File: src/design/mstk_pkg.sv
// ----------------------------------------------------------------------------
// mstk_pkg
// Shared types and sizing for the partitioned multi-stack: command codes,
// status codes, the queued command record and the derived widths.
// ----------------------------------------------------------------------------
package mstk_pkg;

    // sizing
    localparam int TOTAL_DEPTH = 256;
    localparam int NUM_STACKS  = 4;
    localparam int DATA_W      = 32;
    localparam int CAP         = TOTAL_DEPTH / NUM_STACKS;

    // port field widths
    localparam int KIND_W   = 2;
    localparam int IDX_W    = 2;
    localparam int VALUE_W  = 32;
    localparam int STATUS_W = 2;

    // derived widths
    localparam int ADDR_W = (TOTAL_DEPTH > 1) ? $clog2(TOTAL_DEPTH) : 1;
    localparam int SEL_W  = (NUM_STACKS > 1) ? $clog2(NUM_STACKS) : 1;
    localparam int CNT_W  = (CAP > 0) ? $clog2(CAP + 1) : 1;

    // command queue depth
    localparam int Q_DEPTH = 2;
    localparam int QPTR_W  = $clog2(Q_DEPTH);
    localparam int QCNT_W  = $clog2(Q_DEPTH + 1);

    // request kinds as they arrive on the port
    typedef enum logic [KIND_W-1:0] {
        KIND_PUSH = 2'd0,
        KIND_POP  = 2'd1,
        KIND_PEEK = 2'd2,
        KIND_NONE = 2'd3
    } t_kind;

    // classified operations handed to the back end
    typedef enum logic [2:0] {
        OP_PUSH      = 3'd0,
        OP_POP       = 3'd1,
        OP_PEEK      = 3'd2,
        OP_NOP       = 3'd3,
        OP_BAD_PUSH  = 3'd4,
        OP_BAD_READ  = 3'd5,
        OP_BAD_NOP   = 3'd6
    } t_op;

    // result status codes
    typedef enum logic [STATUS_W-1:0] {
        ST_OK    = 2'd0,
        ST_OVER  = 2'd1,
        ST_UNDER = 2'd2
    } t_status;

    // one queued command
    typedef struct packed {
        t_op               op;
        logic [SEL_W-1:0]  sel;
        logic [DATA_W-1:0] value;
    } t_cmd;

endpackage

File: src/design/mstk_queue.sv
// ----------------------------------------------------------------------------
// mstk_queue
// Short command queue between the front end and the back end. Write and
// read may happen in the same cycle.
// ----------------------------------------------------------------------------
module mstk_queue (
    input  logic            i_clk,
    input  logic            i_rst_n,
    input  logic            i_wr,
    input  mstk_pkg::t_cmd  i_wr_cmd,
    input  logic            i_rd,
    output mstk_pkg::t_cmd  o_head,
    output logic            o_valid,
    output logic            o_full
);

    mstk_pkg::t_cmd                r_entry [mstk_pkg::Q_DEPTH];
    logic [mstk_pkg::QPTR_W-1:0]   r_wr_ptr;
    logic [mstk_pkg::QPTR_W-1:0]   r_rd_ptr;
    logic [mstk_pkg::QCNT_W-1:0]   r_count;
    logic                          wr_en;
    logic                          rd_en;

    assign o_full  = (r_count == mstk_pkg::QCNT_W'(mstk_pkg::Q_DEPTH));
    assign o_valid = (r_count != '0);
    assign o_head  = r_entry[r_rd_ptr];
    assign wr_en   = i_wr && !o_full;
    assign rd_en   = i_rd && o_valid;

    // storage; no reset needed on payload
    always_ff @(posedge i_clk) begin
        if (wr_en) begin
            r_entry[r_wr_ptr] <= i_wr_cmd;
        end
    end

    // pointers and occupancy
    always_ff @(posedge i_clk) begin
        if (!i_rst_n) begin
            r_wr_ptr <= '0;
            r_rd_ptr <= '0;
            r_count  <= '0;
        end else begin
            if (wr_en) begin
                r_wr_ptr <= r_wr_ptr + mstk_pkg::QPTR_W'(1);
            end
            if (rd_en) begin
                r_rd_ptr <= r_rd_ptr + mstk_pkg::QPTR_W'(1);
            end
            if (wr_en && !rd_en) begin
                r_count <= r_count + mstk_pkg::QCNT_W'(1);
            end else if (rd_en && !wr_en) begin
                r_count <= r_count - mstk_pkg::QCNT_W'(1);
            end
        end
    end

endmodule

File: config.mk
export PLATFORM = sky130hd
export DESIGN_NAME = mstk_queue
export DESIGN_NICKNAME = d
export VERILOG_FILES = /design/src/design/mstk_pkg.sv /design/src/design/mstk_queue.sv
export SDC_FILE = /design/constraint.sdc
export NUM_CORES = 1
export LEC_CHECK = 0
export BUFFER_PORTS_ARGS = -buffer_cell sky130_fd_sc_hd__buf_2
export CAP_MARGIN = 5
export CORE_MARGIN = 2
export CORE_UTILIZATION = 55
export CTS_CLUSTER_SIZE = 12
export DETAILED_ROUTE_END_ITERATION = 8
export GPL_TIMING_DRIVEN = 0
export PLACE_DENSITY = 0.83
export SLEW_MARGIN = 30
export SYNTH_ARGS = -nofsm -noshare
export SYNTH_HDL_FRONTEND = slang
export SYNTH_SLANG_ARGS = --single-unit
File: constraint.sdc
create_clock -name i_clk -period 3.91 [get_ports i_clk]
set_input_delay 0.391 -clock i_clk [delete_from_list [all_inputs] [get_ports i_clk]]
set_output_delay 0.391 -clock i_clk [all_outputs]
set_load 0.1 [all_outputs]
# [Word level (Yosys, flattened, before mapping)]
# Memory sizes are Yosys's and may differ from the RTL's. A register that Yosys moved wholly into a read port is not among the register bits.
# Cells that the tools add are included.
[word_totals] mem_bits_rw=74 input_bits=41 memories=1 regBits=4 output_inout_bits=39
[classes] eq_ne=1 addsub=4 mux=6 reduce_logical=9
[memory_table] memory="r_entry" words=2 word_bits=37 rd=1 rd_ports_with_merged_regs=1 wr=1 line_no="mstk_queue.sv:17" rtl="mstk_pkg::t_cmd r_entry [mstk_pkg::Q_DEPTH];"
[op_table] op="$logic_and A1 B1 Y1" n=4
[op_table] op="$mux W1" n=4
[op_table] op="$mux W2" n=2
[op_table] op="$reduce_bool A2 Y1" n=2
[op_table] op="$logic_not A1 Y1" n=3
[op_table] op="$add A1 B1 Y1 const B" n=2
[op_table] op="$add A2 B1 Y2 const B" n=1
[op_table] op="$eq A2 B2 Y1 const B" n=1
[op_table] op="$sub A2 B1 Y2 const B" n=1

# [Longest topological paths before layout]
# Gate-level depths: netlist of run 1.
[logic_depth] word_depth=7 depth_mapped=7 ltp_nobuf=7

# [Worst setup path after synthesis of run 1]
# Ideal clock, no wire load.
[synth_path] path_type="reg-to-reg" from="register r_count[0] (netlist name)" to="memory r_entry[0][0] (netlist name), enable pin" synth_period_minus_slack_ns=2.713 setup_time_ns=0.427 required_ns=3.483 setup_slack_ns=1.197 arrival_ns=2.286 path_stages_with_launch=4 n_path_buf=0 path_cell_list="dfxtp_1 nand2b_1 inv_2 nor3_2"
[synth_via] elab_chain_cells=5
[synth_rtl] item="start: declaration" line_no="mstk_queue.sv:20" rtl="logic [mstk_pkg::QCNT_W-1:0] r_count;"
[synth_rtl] item="start signal: assignment" line_no="mstk_queue.sv:51" rtl="r_count <= r_count + mstk_pkg::QCNT_W'(1);"
[synth_rtl] item="start signal: assignment" line_no="mstk_queue.sv:53" rtl="r_count <= r_count - mstk_pkg::QCNT_W'(1);"
[synth_rtl] item="$eq A2 B2 Y1" line_no="mstk_queue.sv:24" rtl="assign o_full = (r_count == mstk_pkg::QCNT_W'(mstk_pkg::Q_DEPTH));"
[synth_rtl] item="net o_full" line_no="mstk_queue.sv:14" rtl="output logic o_full"
[synth_rtl] item="$logic_not A1 Y1" line_no="mstk_queue.sv:27" rtl="assign wr_en = i_wr && !o_full;"
[synth_rtl] item="$logic_and A1 B1 Y1" line_no="mstk_queue.sv:27"
[synth_rtl] item="$mux W1" line_no="mstk_queue.sv:32" rtl="if (wr_en) begin"
[synth_rtl] item="$mux W1 (not written as such)" line_no="mstk_queue.sv:33" rtl="r_entry[r_wr_ptr] <= i_wr_cmd;"
[synth_rtl] item="end: declaration" line_no="mstk_queue.sv:17"
# The timed path passes the listed nets, and every way through them passes these cells.

==> results of run 1 <==
## cell usage after synthesis, drive strengths merged (2+ instances only)
master and instances:
a21boi 2, and2 3, buf 4, dfxtp 5, edfxtp 74, inv 2
mux2 37, o21ai 2, xnor2 2
## registers in the layout, indices dropped and copies added (netlist names), named ones only
name / flops
r_entry: 74
r_rd_ptr: 1
r_count: 2
r_wr_ptr: 1
## cells in the final DEF, fill, tap and decap left out
cell      Yosys  routed
a21boi_0      1       1
a21boi_1      1       1
and2_1        3       3
and3_2        0       1
buf_16        0       1
buf_2         1      80
buf_6         3       6
clkbuf_1      0       1
clkbuf_8      0      10
clkinv_1      0       1
clkinv_2      0       4
dfxtp_1       5       5
edfxtp_1     74      74
ha_1          1       1
inv_1         1       1
inv_2         1       1
mux2_2       37      37
nand2b_1      1       1
nor2_1        1       1
nor3_4        0       1
o21a_1        1       1
o21ai_0       1       1
o21ai_1       1       1
or2_2         1       1
or3_1         1       1
xnor2_1       2       2
xor2_1        1       1
## worst max-delay path, stage by stage (launching register included)
cell and delay [ns]:
dfxtp_1 0.30, buf_2 0.26, buf_6 0.20, mux2_2 0.35, buf_2 0.29
## layer usage
metal	part of all wire [%]	routed length [µm]	vias to the layer above
li1	-	-	732
met2	50	2342	60
met4	2.4	112	0
met1	41	1934	734
met5	0	0	-
met3	6.9	326	11
## cell type report
class                   instances  area (µm²)  area share (%)
repair buffers                 83       456.7           12.58
well taps                      70       87.58           2.412
clock buffers                  11       141.4           3.894
plain buffers                   4       38.79           1.068
multi-input cells              55       553.0           15.23
inverters                       2       7.507          0.2068
flip-flops and latches         79        2322           63.96
clock inverters                 5       23.77          0.6547
## cell families (layout without fill, tap and decap cells)
family / count (synthesis) / after routing / synth area share, %
flip-flops: 79 / 79 / 79.69
AO/OA/AOI/OAI: 5 / 5 / 1.116
AND/OR/NAND/NOR: 9 / 9 / 1.976
XOR/XNOR: 3 / 3 / 0.9018
adder cells (fa/ha/maj): 1 / 1 / 0.4293
buffers and inverters: 6 / 105 / 1.588
multiplexers: 37 / 37 / 14.30
## stage by stage
step / setup WS (ns) / std cells / hold WS [ns] / cell area (µm²) / util (%)
4_1_cts: 1.740 / 309 / 0.2212 / 3631 / 71.09
5_1_grt: 1.686 / 309 / 0.2262 / 3631 / 71.09
2_1_floorplan: 1.197 / 140 / 0.4785 / 2914 / -
3_5_place_dp: 2.124 / 293 / 0.5241 / 3466 / 67.86
6_report: 1.761 / 309 / 0.2351 / 3631 / 71.09
3_3_place_gp: 0.6595 / 289 / 0.4955 / 3397 / 66.51
## how the worst max path moves through the flow
| stage | from | endpoint | depth (start not counted) |
|---|---|---|---|
| after floorplan | r_count[0] | r_entry[0][0] | 3 |
| after global placement | r_count[0] | r_entry[0][5] | 3 |
| after detailed placement | flip-flop | o_head[24] | 4 |
| after CTS | flip-flop | o_head[24] | 4 |
| after global routing | flip-flop | o_head[35] | 4 |
| final | flip-flop | o_head[35] | 4 |
==> results.yml, run 1 <==
clock_network:
  cts_tree: "built"
  clock_latency_ns: 0.34
  cts.reportedPaths.clkPinSlew_ns: 0.07
  post_cts_buffers: 0
  root_buffer: "clkbuf_8"
  numCtsBuffers: 9
  ctsResizeCount: 0
  htreeDepth: 3
  cts.hold.buffers_added: 0
  clk_path_buf_depth: 2
  cts_num_sinks: 79
job:
  drv_cap: 0
synthesis:
  ys_types: 22
  synthTopCellsByArea: "edfxtp_1 76%, mux2_2 14%, dfxtp_1 3.4%"
  yosysWarnings: 0
  async_flop_share_pct: 0
  synth_area_mm2: 0.002914
  synth_ff_type: "edfxtp_1"
  yosysTopAreaCell: "edfxtp_1"
  synthesis.nets: 182
  synth_area_per_cell_um2: 20.81
  synth-seq-cells: 79
  ys_seq_area_share_pct: 79.69
  synth_edf_count: 74
  synth.top_cell.area_share_pct: 76.26
  netlist_instances: 140
floorplanning:
  die_y_um: 76.79
  core_mm2: 0.005107
  die_x_um: 76.79
  rows: 26
  initial_core_util_pct: 57.06
  die-area_mm2: 0.005897
  boundaryPins: 80
setup_path:
  critPathLaunchType: "flip-flop"
  cp_max_fo: 10
  end_kind: "output port"
  reg2regPathDepth: 5
  arrival_ns: 1.76
  critical_path_class: "flip-flop to output port"
  r2r-start: "r_count[0]"
  r2r-end: "r_entry[0][0]"
  required_ns: 3.52
  r2r_setup_slack_ns: 2.17
layout:
  nNetsFinal: 276
  area_growth_pct: 24.60
  fill_cells: 353
  insertedDiodeCount: 0
  drive_above_1_share_pct: 59.41
hold_path:
  holdPathStages: 1
  whs_endpoint: "r_entry[0][23]"
  hold_path_class: "input port to flip-flop"
  min_from: "i_wr_cmd[23]"
sta:
  maxSlewViolCount: 0
  worst-slew-pin-transition_ns: 0.5203
  clock_skew_ns: 0.004886
  setup_viol: 0
  setup_tns_ns: 0
  finalCritPeriodShare_pct: 54.96
  final.min_clock_period_ns: 2.149
  grt_setup_unrepaired: "no"
  slew_headroom_pct: 65.32
  fmax_mhz: 465.3
  report.final.hold_viol_count: 0
place:
  hpwlAfterDp_mm: 3.186
  gp_congestion: 0.7458
  portBuffers: 79
drt:
  dr_total_vias: 1537
  drt_drc_violations_left: 0
  wl_mm: 4.715
  ant_nets: 0
  drt-initial-drc-count: 93
  wl_per_cell_um: 15.26
  viasPerCell: 4.974
  dr.pass1.iters: 4
global_routing:
  use_met1_pct: 19.64
  grt_pass1_vias: 1583
  grt-busiest-layer: "met2"
  met2_usage_pct: 27.98
  grt_use_total_pct: 16.75
  antenna_found_initial: 0
  grt_overflow_total: 0
  grtUsageMet3_pct: 4.588
  grt_first_pass_wirelength_mm: 7.396
  grt_max_degree: 20
status:
  status: "finished clean"
Power of run 1 is left out: the tool's default activity adds up to more than one toggle a clock period on the data nets, which glitch-free logic cannot reach.
==> run 2: changes to the inputs <==
--- a/config.mk
+++ b/config.mk
@@ -8,11 +8,11 @@
 export BUFFER_PORTS_ARGS = -buffer_cell sky130_fd_sc_hd__buf_2
 export CAP_MARGIN = 5
 export CORE_MARGIN = 2
-export CORE_UTILIZATION = 55
+export CORE_UTILIZATION = 46
 export CTS_CLUSTER_SIZE = 12
 export DETAILED_ROUTE_END_ITERATION = 8
 export GPL_TIMING_DRIVEN = 0
-export PLACE_DENSITY = 0.83
+export PLACE_DENSITY = 0.74
 export SLEW_MARGIN = 30
 export SYNTH_ARGS = -nofsm -noshare
 export SYNTH_HDL_FRONTEND = slang
==> constraint.sdc (replaced) <==
create_clock -name i_clk -period 1.8 [get_ports i_clk]
set_input_delay 0.18 -clock i_clk [delete_from_list [all_inputs] [get_ports i_clk]]
set_output_delay 0.18 -clock i_clk [all_outputs]
set_load 0.1 [all_outputs]
==> run 2 against run 1 <==
Effect of this change: non-clock buffer count decreased by 1; global-route usage decreased by 2.1 points; core utilization decreased by 8.0 points; hold slack got worse by 0.20 ns; worst setup slack got worse by 1.7 ns; via count increased by 0.26%; critical path depth unchanged; register-to-register slack got worse by 2.0 ns; first-iteration DRC count decreased by 28%; sequential cell count unchanged; sequential share of layout area decreased by 2.8 points; wire length increased by 3.9%.
==> results.yml, run 2 (same netlist as run 1, synthesis figures left out) <==
floorplanning:
  rows: 28
  die_x_um: 83.59
  core_mm2: 0.006026
  die-area_mm2: 0.006987
  die_y_um: 83.59
  boundaryPins: 80
  initial_core_util_pct: 48.36
clock_network:
  cts_tree: "built"
  cts.hold.buffers_added: 0
  root_buffer: "clkbuf_8"
  htreeDepth: 3
  numCtsBuffers: 9
  clk_path_buf_depth: 2
  clock_latency_ns: 0.33
  cts_num_sinks: 79
  cts.reportedPaths.clkPinSlew_ns: 0.08
layout:
  largest_reg_flops: 74
  biggestRegsByFlops: "r_entry (74), r_count (2)"
  layout_commonest_cell: "edfxtp_1"
  final_cell_mix: "74 x edfxtp_1, 49 x buf_2, 37 x mux2_2"
  area_growth_pct: 30.40
  final_util_pct: 63.06
  nNetsFinal: 275
  insertedDiodeCount: 0
  largest-register: "r_entry"
  drive_above_1_share_pct: 60.08
sta:
  maxSlewViolCount: 0
  finalCritPeriodShare_pct: 96.99
  whs_ns: 0.03208
  worst-slew-pin-transition_ns: 0.5358
  setup_viol: 0
  fmax_mhz: 572.8
  clock_skew_ns: 0.006189
  slew_headroom_pct: 64.28
  finalWorstSetupSlack_ns: 0.05413
  final.min_clock_period_ns: 1.746
  report.final.hold_viol_count: 0
drt:
  wl_per_cell_um: 15.66
  viasPerCell: 4.923
  ant_nets: 0
  drt_drc_violations_left: 0
  dr.pass1.iters: 4
  dr_total_vias: 1541
  drt-initial-drc-count: 67
  wl_mm: 4.901
status:
  status: "finished clean"
global_routing:
  grt_use_total_pct: 14.69
  grt_overflow_total: 0
  grt_first_pass_wirelength_mm: 7.859
  grt_pass1_vias: 1628
  grt_max_degree: 38
  antenna_found_initial: 0
setup_path:
  arrival_ns: 1.57
  cp_max_fo: 10
  required_ns: 1.62
  critical_path_class: "flip-flop to output port"
  critPathLaunchType: "flip-flop"
  end_kind: "output port"
place:
  gp_congestion: 0.6669
  portBuffers: 79
  dp_slack_ns: 0.03535
  hpwlAfterDp_mm: 3.228
hold_path:
  hold_path_class: "input port to flip-flop"
job:
  drv_cap: 0
[run 2: changes by cell type in the layout (fill, tap and decap cells not counted), sizes merged]
cell | before | now
clkinvlp | 0 | 1
clkinv | 5 | 3
clkbuf | 11 | 10
buf | 87 | 86
bufinv | 0 | 2
[run 2: layer usage]
metal / track usage (%) / part of all wire, % / wire length (µm) / vias up
li1: - / - / - / 728
met1: 17.91 / 43 / 2099 / 755
met2: 24.29 / 50 / 2474 / 50
met3: 3.858 / 5.3 / 259 / 8
met4: 7.185 / 1.4 / 67 / 0
met5: 0 / 0 / 0 / -
[run 2: worst paths after layout]
check | end | slack [ns] | depth (start not counted) | from
setup reg to reg | r_entry[0][36] | 0.18 | 5 | r_count[0]
hold / removal | r_entry[0][11] | 0.03 | 1 | i_wr_cmd[11]
setup / recovery | o_head[25] | 0.05 | 4 | flip-flop
hold reg to reg | flip-flop | 0.60 | 2 | r_rd_ptr
[run 2: worst max-delay path, stage by stage (launching register included)]
cell and delay (ns):
dfxtp_1 0.33, buf_6 0.16, buf_6 0.16, mux2_2 0.35
buf_4 0.23
[run 2: layout make-up]
type                    count  area [µm²]
repair buffers             82       545.5
well taps                  75       93.84
clock inverters             6       85.08
plain buffers               4       45.04
multi-input cells          55       564.3
inverters                   2       15.01
fillers                   451        2226
clock buffers              10       127.6
flip-flops and latches     79        2323
[run 2: timing repair]
item / CTS / global route
setup endpoints to repair: 30 / 63
pin swaps: 0 / 0
gates resized for setup: 36 / 8
setup buffers: 0 / 0
[run 2: through the flow]
stage | cells | cell area (µm²) | setup TNS [ns]
2_1_floorplan | 140 | 2938 | -6.785
3_3_place_gp | 294 | 3427 | -23.68
3_5_place_dp | 297 | 3461 | 0
4_1_cts | 313 | 3770 | 0
5_1_grt | 313 | 3800 | -0.005167
6_report | 313 | 3800 | 0
Power of run 2 is left out for the same reason.
==> run 3: changes to the inputs <==
--- a/config.mk
+++ b/config.mk
@@ -13,6 +13,7 @@
 export DETAILED_ROUTE_END_ITERATION = 8
 export GPL_TIMING_DRIVEN = 0
 export PLACE_DENSITY = 0.74
+export SETUP_SLACK_MARGIN = 0.2
 export SLEW_MARGIN = 30
 export SYNTH_ARGS = -nofsm -noshare
 export SYNTH_HDL_FRONTEND = slang
==> run 3 against run 2 <==
Effect of this change: first-iteration DRC count decreased by 1.5%; worst setup slack gained 0.073 ns; clock skew about the same; sequential share of layout area shrank 8.4 points; critical path type unchanged; critical endpoint is now o_head[30]; highest routed layer unchanged.
==> results.yml, run 3 (same netlist as run 1, synthesis figures left out) <==
status:
  status: "finished clean"
global_routing:
  grt_pass1_vias: 1677
  grt_overflow_total: 0
  grt_use_total_pct: 15.28
  antenna_found_initial: 0
  grt_first_pass_wirelength_mm: 8.169
  grt_max_degree: 38
sta:
  maxSlewViolCount: 0
  report.final.hold_viol_count: 0
  setup_viol: 0
  worst-slew-pin-transition_ns: 0.5363
  clock_skew_ns: 0.006620
  slew_headroom_pct: 64.24
  grt_setup_unrepaired: "yes"
  setup_tns_ns: 0
  final.min_clock_period_ns: 1.673
  fmax_mhz: 597.9
  whs_ns: 0.03420
  finalCritPeriodShare_pct: 92.92
layout:
  insertedDiodeCount: 0
  drive_above_1_share_pct: 61.89
  biggestRegsByFlops: "r_entry (74), r_count (2)"
  nNetsFinal: 281
  largest-register: "r_entry"
  design_area_mm2: 0.004415
  largest_reg_flops: 74
  final_util_pct: 73.28
  area_growth_pct: 51.52
  final_cells: 319
  final_cell_mix: "74 x edfxtp_1, 43 x buf_2, 32 x buf_12"
  layout_commonest_cell: "edfxtp_1"
drt:
  wl_per_cell_um: 18.31
  dr.pass1.iters: 4
  wl_mm: 5.842
  dr_total_vias: 1602
  viasPerCell: 5.022
  ant_nets: 0
  drt_drc_violations_left: 0
  drt-initial-drc-count: 66
place:
  placed_area_mm2: 0.003461
  portBuffers: 79
  place_inst: 297
  gp_congestion: 0.6669
  hpwlAfterDp_mm: 3.228
clock_network:
  clock_latency_ns: 0.33
  clk_path_buf_depth: 2
  cts.hold.buffers_added: 0
  cts.reportedPaths.clkPinSlew_ns: 0.08
  cts_tree: "built"
  root_buffer: "clkbuf_8"
  numCtsBuffers: 9
  htreeDepth: 3
  cts_num_sinks: 79
pwr:
  vdd_drop_max_uv: 1340
  switching_share_pct: 43.12
  p_sw_uw: 3681
  p_clk_share_pct: 16.2
  combPwrFrac_pct: 55.4
  powerDensity_mw_per_mm2: 1933
  power_frac_seq_pct: 28.4
  internal-power_uw: 4856
  p_leak_uw: 0.001734
job:
  drv_cap: 0
hold_path:
  hold_path_class: "input port to flip-flop"
floorplanning:
  boundaryPins: 80
  core_mm2: 0.006026
  rows: 28
  die_y_um: 83.59
  die_x_um: 83.59
  initial_core_util_pct: 48.36
  die-area_mm2: 0.006987
setup_path:
  required_ns: 1.62
  end_kind: "output port"
  critPathLaunchType: "flip-flop"
  critical_path_class: "flip-flop to output port"
  cp_max_fo: 8
  arrival_ns: 1.49
run 3: cell count changes in the layout (fill, tap and decap cells not counted):
cell       change
mux2_4        +30
mux2_2        -30
buf_6          -8
clkbuf_16      +3
buf_12        +32
buf_2          -6
dfxtp_4        +1
buf_4         -17
dfxtp_2        +1
buf_8          +2
dfxtp_1        -2
run 3: routing by layer:
| layer | track usage [%] | vias to the layer above | share of wire (%) |
|---|---|---|---|
| li1 | - | 740 | - |
| met1 | 18.81 | 801 | 41 |
| met2 | 25.31 | 52 | 53 |
| met3 | 3.956 | 9 | 4.3 |
| met4 | 7.038 | 0 | 1.3 |
| met5 | 0 | - | 0 |
run 3: worst paths after layout:
path	start	slack [ns]	depth (start not counted)	end
worst max-delay path	flip-flop	0.13	4	o_head[30]
worst min-delay path	i_wr_cmd[11]	0.03	1	r_entry[0][11]
worst max register to register	r_count[0]	0.29	6	r_count[1]
worst min register to register	r_count[1]	0.56	2	r_count[1]
run 3: area by class of cell:
type	count	area (µm²)
Tap cell	75	93.84
Clock inverter	6	85.08
Timing Repair Buffer	88	1018
Clock buffer	10	127.6
Buffer	4	70.07
Multi-Input combinational cell	55	676.9
Inverter	2	15.01
Fill cell	377	1610
Sequential cell	79	2328
run 3: timing repair:
item                                    4_1_cts  5_1_grt
endpoints found under the setup margin       99       64
resized for setup                            77       99
cloned                                        1        3
pin swaps                                     1        1
buffers inserted                              0        2
run 3: worst max-delay path, cell delays in order (launching register included):
cell	delay [ns]
dfxtp_4	0.37
buf_12	0.15
clkbuf_16	0.16
mux2_4	0.32
buf_12	0.17
run 3: power by group through the flow:
stage	combinational [µW]	sequential, µW	clock, µW
detailed placement	3430	2440	0
global placement	3360	2430	0
finish	4730	2420	1380
floorplan	2940	2410	0
global route	4870	2450	1510
CTS	3850	2400	1420
run 3: per-stage QoR:
step | power (µW) | setup slack (ns)
5_1_grt | 8825 | 0.07887
3_5_place_dp | 5863 | 0.03535
3_3_place_gp | 5790 | -0.6271
2_1_floorplan | 5356 | -0.1813
6_report | 8537 | 0.1275
4_1_cts | 7671 | 0.07354
Note: power is estimated with default switching activity, not from simulation.
